==> src/rtl/core/pdam_pkg.sv <==
package pdam_pkg;

	localparam int ADC_W      = 10;
	localparam int NUM_FIELDS = 5;
	localparam int CFG_W      = 16;
	localparam int CFG_IDX_W  = 3;
	localparam int TRIG_W     = 8;
	localparam int STICK_W    = 16;
	localparam int DIVR_W     = 10;
	localparam int PROD_W     = ADC_W + STICK_W;

	typedef logic [ADC_W-1:0]          adc_t;
	typedef logic [TRIG_W-1:0]         trig_t;
	typedef logic signed [STICK_W-1:0] stick_t;
	typedef logic [CFG_W-1:0]          cfg_data_t;
	typedef logic [CFG_IDX_W-1:0]      cfg_idx_t;

	typedef enum logic [CFG_IDX_W-1:0] {
		REG_CENTER    = 3'd0,
		REG_MAX       = 3'd1,
		REG_DEAD_BAND = 3'd2,
		REG_STICK_MIN = 3'd3,
		REG_STICK_MAX = 3'd4
	} reg_idx_t;

	localparam adc_t   CENTER_RST    = 10'd512;
	localparam adc_t   MAX_RST       = 10'd1023;
	localparam adc_t   DEAD_BAND_RST = 10'd10;
	localparam stick_t STICK_MIN_RST = -16'sd32768;
	localparam stick_t STICK_MAX_RST = 16'sd32767;
	localparam trig_t  TRIG_FULL     = 8'd255;

endpackage

==> src/rtl/core/pot_deadzone_axis_mapper_core.sv <==
// Potentiometer axis mapper with dead band.
// Input channel (in_valid/in_ready) carries five raw samples and a mode bit;
// the output channel (out_valid/out_ready) carries the held trigger and stick
// values and a moved flag, one result per input transfer.
// The configuration port (cfg_we/cfg_index/cfg_data) writes centre, max, dead
// band and stick bounds; write it only while the block is idle.
// One restoring divider, one quotient bit per cycle, does all the work: first
// the sample average, then the axis map, with a set-up step between them and
// a finishing step after the map. out_valid rises with the result, and in_ready
// rises again in the same cycle. in_ready is low while an item is at work.
// The result sits in an output register: a new item is taken while it waits,
// and a finished item waits in its last step until the receiver takes the
// previous result. Reset restores the register defaults, sets the last
// accepted value to 512 and clears the held outputs.
module pot_deadzone_axis_mapper_core #(
	parameter int SAMPLES  = 5,
	parameter int ADC_BITS = 10
) (
	input  logic               clk,
	input  logic               arst_n,
	input  logic               cfg_we,
	input  pdam_pkg::cfg_idx_t  cfg_index,
	input  pdam_pkg::cfg_data_t cfg_data,
	input  logic               in_valid,
	output logic               in_ready,
	input  pdam_pkg::adc_t      sample_a,
	input  pdam_pkg::adc_t      sample_b,
	input  pdam_pkg::adc_t      sample_c,
	input  pdam_pkg::adc_t      sample_d,
	input  pdam_pkg::adc_t      sample_e,
	input  logic               trigger_mode,
	output logic               out_valid,
	input  logic               out_ready,
	output pdam_pkg::trig_t     left_trigger,
	output pdam_pkg::trig_t     right_trigger,
	output pdam_pkg::stick_t    stick_y,
	output logic               moved
);
	import pdam_pkg::*;

	localparam int NUM_USED = (SAMPLES < NUM_FIELDS) ? SAMPLES : NUM_FIELDS;
	localparam int SUM_W    = $clog2(NUM_USED * ((1 << ADC_W) - 1) + 1);
	localparam int MASK_W   = (ADC_BITS < ADC_W) ? ADC_BITS : ADC_W;
	localparam adc_t SMASK  = ADC_W'((1 << MASK_W) - 1);
	localparam int CNT_W    = $clog2(PROD_W + 1);
	localparam int VW       = PROD_W + 2;
	localparam logic [DIVR_W-1:0] AVG_DIVR = DIVR_W'(SAMPLES);
	localparam logic [DIVR_W-1:0] ONE_DIVR = DIVR_W'(1);
	localparam logic signed [VW-1:0] V_TRIG_MAX  = VW'(255);
	localparam logic signed [VW-1:0] V_STICK_MAX = VW'(32767);
	localparam logic signed [VW-1:0] V_STICK_MIN = -VW'(32768);

	typedef enum logic [2:0] {S_IDLE, S_AVG, S_PREP, S_MAP, S_FIN} state_t;
	typedef enum logic [1:0] {K_LEFT, K_RIGHT, K_STICK} kind_t;

	state_t state_q;
	kind_t  kind_q;
	logic   trig_q;
	logic   neg_q;
	logic   moved_q;
	adc_t   pot_q;

	adc_t   center_q;
	adc_t   max_q;
	adc_t   dead_q;
	stick_t smin_q;
	stick_t smax_q;

	adc_t   last_q;
	trig_t  held_left_q;
	trig_t  held_right_q;
	stick_t held_stick_q;
	logic   moved_out_q;
	logic   out_valid_q;

	logic [PROD_W-1:0] dvd_q;
	logic [DIVR_W-1:0] rem_q;
	logic [DIVR_W-1:0] divr_q;
	logic [CNT_W-1:0]  cnt_q;

	// averaging
	adc_t              smp [NUM_FIELDS];
	logic [SUM_W-1:0]  sum;

	// divider step
	logic [DIVR_W:0]   rem_sh;
	logic              q_bit;
	logic [DIVR_W-1:0] rem_nx;
	logic [PROD_W-1:0] dvd_nx;

	// set-up
	adc_t              pot;
	adc_t              diff_abs;
	logic              moved_c;
	logic              below;
	logic signed [STICK_W:0] rng;
	logic              rng_neg;
	logic [STICK_W-1:0] rng_mag;
	adc_t              mul_a;
	logic [STICK_W-1:0] mul_b;
	logic [DIVR_W-1:0] divr_c;
	kind_t             kind_c;

	// finish
	logic signed [VW-1:0] qx;
	logic signed [VW-1:0] v;
	trig_t             v_trig;
	stick_t            v_stick;

	assign smp[0] = sample_a;
	assign smp[1] = sample_b;
	assign smp[2] = sample_c;
	assign smp[3] = sample_d;
	assign smp[4] = sample_e;

	always_comb begin
		sum = '0;
		for (int i = 0; i < NUM_USED; i++) begin
			sum = sum + SUM_W'(smp[i] & SMASK);
		end
	end

	always_comb begin
		rem_sh = {rem_q, dvd_q[PROD_W-1]};
		q_bit  = (rem_sh >= {1'b0, divr_q});
		rem_nx = q_bit ? DIVR_W'(rem_sh - {1'b0, divr_q}) : rem_sh[DIVR_W-1:0];
		dvd_nx = {dvd_q[PROD_W-2:0], q_bit};
	end

	always_comb begin
		pot      = dvd_q[ADC_W-1:0];
		diff_abs = (pot >= last_q) ? (pot - last_q) : (last_q - pot);
		moved_c  = (diff_abs > dead_q);
		below    = (pot < center_q);
		rng      = {smax_q[STICK_W-1], smax_q} - {smin_q[STICK_W-1], smin_q};
		rng_neg  = rng[STICK_W];
		rng_mag  = rng_neg ? STICK_W'(-rng) : STICK_W'(rng);
		mul_a    = pot;
		mul_b    = STICK_W'(TRIG_FULL);
		divr_c   = ONE_DIVR;
		kind_c   = K_STICK;
		if (trig_q) begin
			if (below) begin
				kind_c = K_LEFT;
				if (center_q == ADC_W'(1)) begin
					mul_a = '0;
				end else begin
					divr_c = DIVR_W'(center_q - ADC_W'(1));
				end
			end else begin
				kind_c = K_RIGHT;
				if (max_q == center_q) begin
					mul_a = ADC_W'(1);
				end else if (max_q < center_q) begin
					mul_a = '0;
				end else begin
					mul_a  = pot - center_q;
					divr_c = DIVR_W'(max_q - center_q);
				end
			end
		end else begin
			mul_b = rng_mag;
			if (max_q == '0) begin
				mul_a = ADC_W'(1);
			end else begin
				divr_c = DIVR_W'(max_q);
			end
		end
	end

	always_comb begin
		qx = VW'(dvd_q);
		case (kind_q)
			K_LEFT:  v = V_TRIG_MAX - qx;
			K_RIGHT: v = qx;
			default: v = (neg_q ? -qx : qx) + VW'(smin_q);
		endcase
		if (v < 0) begin
			v_trig = '0;
		end else if (v > V_TRIG_MAX) begin
			v_trig = TRIG_FULL;
		end else begin
			v_trig = v[TRIG_W-1:0];
		end
		if (v < V_STICK_MIN) begin
			v_stick = V_STICK_MIN[STICK_W-1:0];
		end else if (v > V_STICK_MAX) begin
			v_stick = V_STICK_MAX[STICK_W-1:0];
		end else begin
			v_stick = v[STICK_W-1:0];
		end
	end

	always_ff @(posedge clk or negedge arst_n) begin
		if (!arst_n) begin
			state_q      <= S_IDLE;
			kind_q       <= K_LEFT;
			trig_q       <= 1'b0;
			neg_q        <= 1'b0;
			moved_q      <= 1'b0;
			pot_q        <= '0;
			center_q     <= CENTER_RST;
			max_q        <= MAX_RST;
			dead_q       <= DEAD_BAND_RST;
			smin_q       <= STICK_MIN_RST;
			smax_q       <= STICK_MAX_RST;
			last_q       <= CENTER_RST;
			held_left_q  <= '0;
			held_right_q <= '0;
			held_stick_q <= '0;
			moved_out_q  <= 1'b0;
			out_valid_q  <= 1'b0;
			dvd_q        <= '0;
			rem_q        <= '0;
			divr_q       <= '0;
			cnt_q        <= '0;
		end else begin
			if (cfg_we) begin
				unique case (cfg_index)
					REG_CENTER:    center_q <= cfg_data[ADC_W-1:0];
					REG_MAX:       max_q    <= cfg_data[ADC_W-1:0];
					REG_DEAD_BAND: dead_q   <= cfg_data[ADC_W-1:0];
					REG_STICK_MIN: smin_q   <= stick_t'(cfg_data[STICK_W-1:0]);
					REG_STICK_MAX: smax_q   <= stick_t'(cfg_data[STICK_W-1:0]);
					default: ;
				endcase
			end
			if (out_valid_q && out_ready && state_q != S_FIN) begin
				out_valid_q <= 1'b0;
			end
			unique case (state_q)
				S_IDLE: begin
					if (in_valid) begin
						dvd_q   <= PROD_W'(sum) << (PROD_W - SUM_W);
						rem_q   <= '0;
						divr_q  <= AVG_DIVR;
						cnt_q   <= CNT_W'(SUM_W);
						trig_q  <= trigger_mode;
						state_q <= S_AVG;
					end
				end
				S_AVG: begin
					dvd_q <= dvd_nx;
					rem_q <= rem_nx;
					cnt_q <= cnt_q - CNT_W'(1);
					if (cnt_q == CNT_W'(1)) begin
						state_q <= S_PREP;
					end
				end
				S_PREP: begin
					pot_q   <= pot;
					moved_q <= moved_c;
					kind_q  <= kind_c;
					neg_q   <= rng_neg;
					dvd_q   <= mul_a * mul_b;
					rem_q   <= '0;
					divr_q  <= divr_c;
					cnt_q   <= CNT_W'(PROD_W);
					state_q <= S_MAP;
				end
				S_MAP: begin
					dvd_q <= dvd_nx;
					rem_q <= rem_nx;
					cnt_q <= cnt_q - CNT_W'(1);
					if (cnt_q == CNT_W'(1)) begin
						state_q <= S_FIN;
					end
				end
				S_FIN: begin
					// hold until the previous result has been taken
					if (!out_valid_q || out_ready) begin
						if (trig_q) begin
							held_stick_q <= '0;
							if (moved_q) begin
								held_left_q  <= (kind_q == K_LEFT) ? v_trig : '0;
								held_right_q <= (kind_q == K_RIGHT) ? v_trig : '0;
							end
						end else begin
							held_left_q  <= '0;
							held_right_q <= '0;
							if (moved_q) begin
								held_stick_q <= v_stick;
							end
						end
						if (moved_q) begin
							last_q <= pot_q;
						end
						moved_out_q <= moved_q;
						out_valid_q <= 1'b1;
						state_q     <= S_IDLE;
					end
				end
				default: state_q <= S_IDLE;
			endcase
		end
	end

	assign in_ready      = (state_q == S_IDLE);
	assign out_valid     = out_valid_q;
	assign left_trigger  = held_left_q;
	assign right_trigger = held_right_q;
	assign stick_y       = held_stick_q;
	assign moved         = moved_out_q;

endmodule

==> config.mk <==
export PLATFORM = sky130hd
export DESIGN_NAME = pot_deadzone_axis_mapper_core
export DESIGN_NICKNAME = d
export VERILOG_FILES = /design/src/rtl/core/pdam_pkg.sv /design/src/rtl/core/pot_deadzone_axis_mapper_core.sv
export SDC_FILE = /design/constraint.sdc
export NUM_CORES = 1
export LEC_CHECK = 0
export ABC_AREA = 0
export BUFFER_PORTS_ARGS = -buffer_cell sky130_fd_sc_hd__clkbuf_2
export CAP_MARGIN = 20
export CORE_MARGIN = 3
export CORE_UTILIZATION = 35
export CTS_BUF_LIST = sky130_fd_sc_hd__clkbuf_16
export DETAILED_ROUTE_END_ITERATION = 12
export GPL_ROUTABILITY_DRIVEN = 0
export SYNTH_ARGS = -nofsm -noshare
export SYNTH_HDL_FRONTEND = slang
export SYNTH_SLANG_ARGS = --single-unit
==> constraint.sdc <==
create_clock -name clk -period 8.5 [get_ports clk]
set_input_delay 2.125 -clock clk [delete_from_list [all_inputs] [get_ports clk]]
set_output_delay 2.125 -clock clk [all_outputs]
set_load 0.005 [all_outputs]
==> reports/results.tsv <==
metric	value	unit
cts-root-buf	clkbuf_16	
antenna_cells	0	
synthTopCellsByArea	dfrtp_1 18%, fa_1 15%, ha_1 12%	
status	finished clean	
post-route-min-period	8.29	ns
postRouteAntennaNets	0	
die_area	0.0592	sq mm
grt_antenna_before_repair	2	
cpPeakStageDelay	0.54	ns
clk_pin_slew	0.07	ns
grt_pass1_vias	17200	
die_h	243	um
maxCapViolations	0	
num_rows	86	
criticalPathCategory	reg -> reg	
cts_max_level	4	
syn_inst	2247	
ys_seq_area_frac	0.224	
grt_use_total	0.194	
vias_per_cell	5.45	
routedWlPerCell	18.4	um
drv_slew	0	
startpoint_type	register	
clk_latency	0.46	ns
syn_nets	2651	
vias	17100	
netlist_area	0.0197	sq mm
dr.pass1.iters	6	
synth_top_family_by_area	adder cells	
finalCritPeriodShare	0.976	
fin_util	0.405	
grt_overflow	0	
yosys_warnings	0	
crit_path_end_kind	register	
pre_cts_slack	-0.0253	ns
cts_tree	yes	
final_area	0.0224	sq mm
start_util	0.356	
yosys.area_share.simple	0.154	
arrival	8.62	ns
fmax	121	MHz
drive_gt1_frac	0.172	
core_area	0.0554	sq mm
clockBufferDepth	2	
fin_ws	0.207	ns
synth_mux_area_frac	0.0383	
routed_wl	57600	um
synth-async-reset-ratio	1.00	
final_hold_viol_count	0	
place_hpwl	45700	um
drc	0	
worstMarginPinSlew	1.10	ns
grt_max_degree	101	
drt-initial-drc-count	1418	
synth_top_area_share	0.184	
slowest_stage	fa_1	
final_nets	2771	
synth_cell_type_count	85	
yosysTopAreaCell	dfrtp_1	
syn_to_final_growth	13.8	%
slew_headroom	0.263	
ys_seq_elements	175	
clock_skew	0.0129	ns
ys.flop_type	dfrtp_1	
synth-edff-count	0	
synth_compound_area_frac	0.186	
grt_pass1_wl	93100	um
worstHoldPathType	reg -> reg	
cpMostUsedCell	fa_1	
syn_area_per_cell	8.78	sq um
setup_viol	0	
ios	110	
numCtsBuffers	17	
setup_tns	0	ns
cp_max_fo	8	
cts.sinks	175	
port_buffers	109	
postPlaceCellArea	0.0215	sq mm
cp.required	8.83	ns
rsz0062_at_grt	true	
die_w	243	um
yosys.area_share.xor_xnor	0.0677	
synth_fa_ha_area_frac	0.264	
-- flip-flops by register name, indices dropped and copies added, names as in the netlist, 5 cells and up --
signal and cells:
center_q 10, cnt_q 5, dead_q 10, divr_q 10
dvd_q 26, last_q 10, left_trigger 8, max_q 10
pot_q 10, rem_q 10, right_trigger 8, smax_q 16
smin_q 16, stick_y 16
-- path summary, 6_finish.rpt --
kind,start,end,slack (ns),cells past startpoint
setup / recovery,smax_q[0],dvd_q[25],0.21,35
hold / removal,pot_q[8],pot_q[8],0.48,2
setup reg to reg,smax_q[0],dvd_q[25],0.21,35
hold reg to reg,pot_q[8],pot_q[8],0.48,2
max in group asynchronous,arst_n,cnt_q[1],5.14,2
min in group asynchronous,arst_n,left_trigger[0],1.76,1
-- kinds of logic (layout without fill, tap and decap cells) --
kind of cell | after synthesis | after routing
and+or+nand+nor | 639 | 639
AOI/OAI and AO/OA | 548 | 548
buffers and inverters | 338 | 470
adders and majority gates | 329 | 329
DFF | 175 | 175
xor gates and xnor gates | 150 | 150
muxes | 68 | 68
-- cells in the final DEF, fill, tap and decap left out, drive strengths merged, types with 11 or more instances in the layout --
cell type	synthesis	layout
a21o	51	51
a21oi	107	107
a221o	19	19
a221oi	12	12
a22o	21	21
a22oi	18	18
a31oi	17	17
and2	19	19
and3	12	12
buf	13	93
clkbuf	87	125
dfrtp	145	145
dfstp	30	30
fa	146	146
ha	183	183
inv	238	242
mux2	60	60
nand2	186	186
nand2b	47	47
nand3	43	43
nand4	14	14
nor2	193	193
nor2b	24	24
nor3	38	38
nor4	14	14
o211ai	11	11
o21a	19	19
o21ai	155	155
o221ai	11	11
o31ai	16	16
or2	13	13
or3	17	17
xnor2	108	108
xor2	41	41
-- worst max-delay path, delay by kind of cell (launching register included) --
kind | cells | cell delay [ns]
buffers and inverters | 5 | 0.40
and+or+nand+nor | 7 | 1.70
adders and majority gates | 8 | 3.17
xor gates and xnor gates | 3 | 0.50
AOI/OAI and AO/OA | 12 | 1.84
DFF | 1 | 0.52
-- area by class of cell --
| class | instances | area [sq um] |
|---|---|---|
| Sequential cell | 175 | 4420 |
| Clock inverter | 14 | 96.3 |
| Timing Repair Buffer | 201 | 1310 |
| Tap cell | 748 | 936 |
| Clock buffer | 17 | 425 |
| Inverter | 238 | 893 |
| Multi-Input combinational cell | 1734 | 14400 |
| Fill cell | 5472 | 33000 |
-- Yosys cell counts (51+ instances only) --
| library cell | instances |
|---|---|
| clkbuf_1 | 87 |
| mux2_2 | 60 |
| xnor2_1 | 107 |
| fa_1 | 146 |
| nand2_1 | 185 |
| dfrtp_1 | 145 |
| nor2_1 | 193 |
| o21ai_0 | 151 |
| inv_1 | 238 |
| ha_1 | 183 |
| a21oi_1 | 107 |
| a21o_1 | 51 |
-- what timing repair did --
| action | CTS | global route |
|---|---|---|
| hold buffers | 0 | 0 |
| pin swaps | 0 | 24 |
| endpoints found under the setup margin | 1 | 13 |
| gates resized for setup | 3 | 71 |
| endpoints found under the hold margin | 0 | 0 |
| gates cloned | 0 | 2 |
| setup buffers | 0 | 12 |
-- through the flow --
stage	instances	hold slack, ns
detailed placement	3079	0.466
CTS	3110	0.481
global placement	3079	0.458
finish	3127	0.480
global route	3127	0.512
floorplan	2247	0.446
-- routing by layer --
| layer | up-vias | wire length [um] | GRT usage |
|---|---|---|---|
| met5 | - | 0 | 0 |
| met4 | 0 | 1090 | 0.0504 |
| met3 | 68 | 3590 | 0.0343 |
| met2 | 548 | 27500 | 0.326 |
| met1 | 8445 | 25300 | 0.258 |
| li1 | 7996 | - | - |
Power is left out: the tool's default activity adds up to more than one toggle a clock period on the data nets, which glitch-free logic cannot reach.
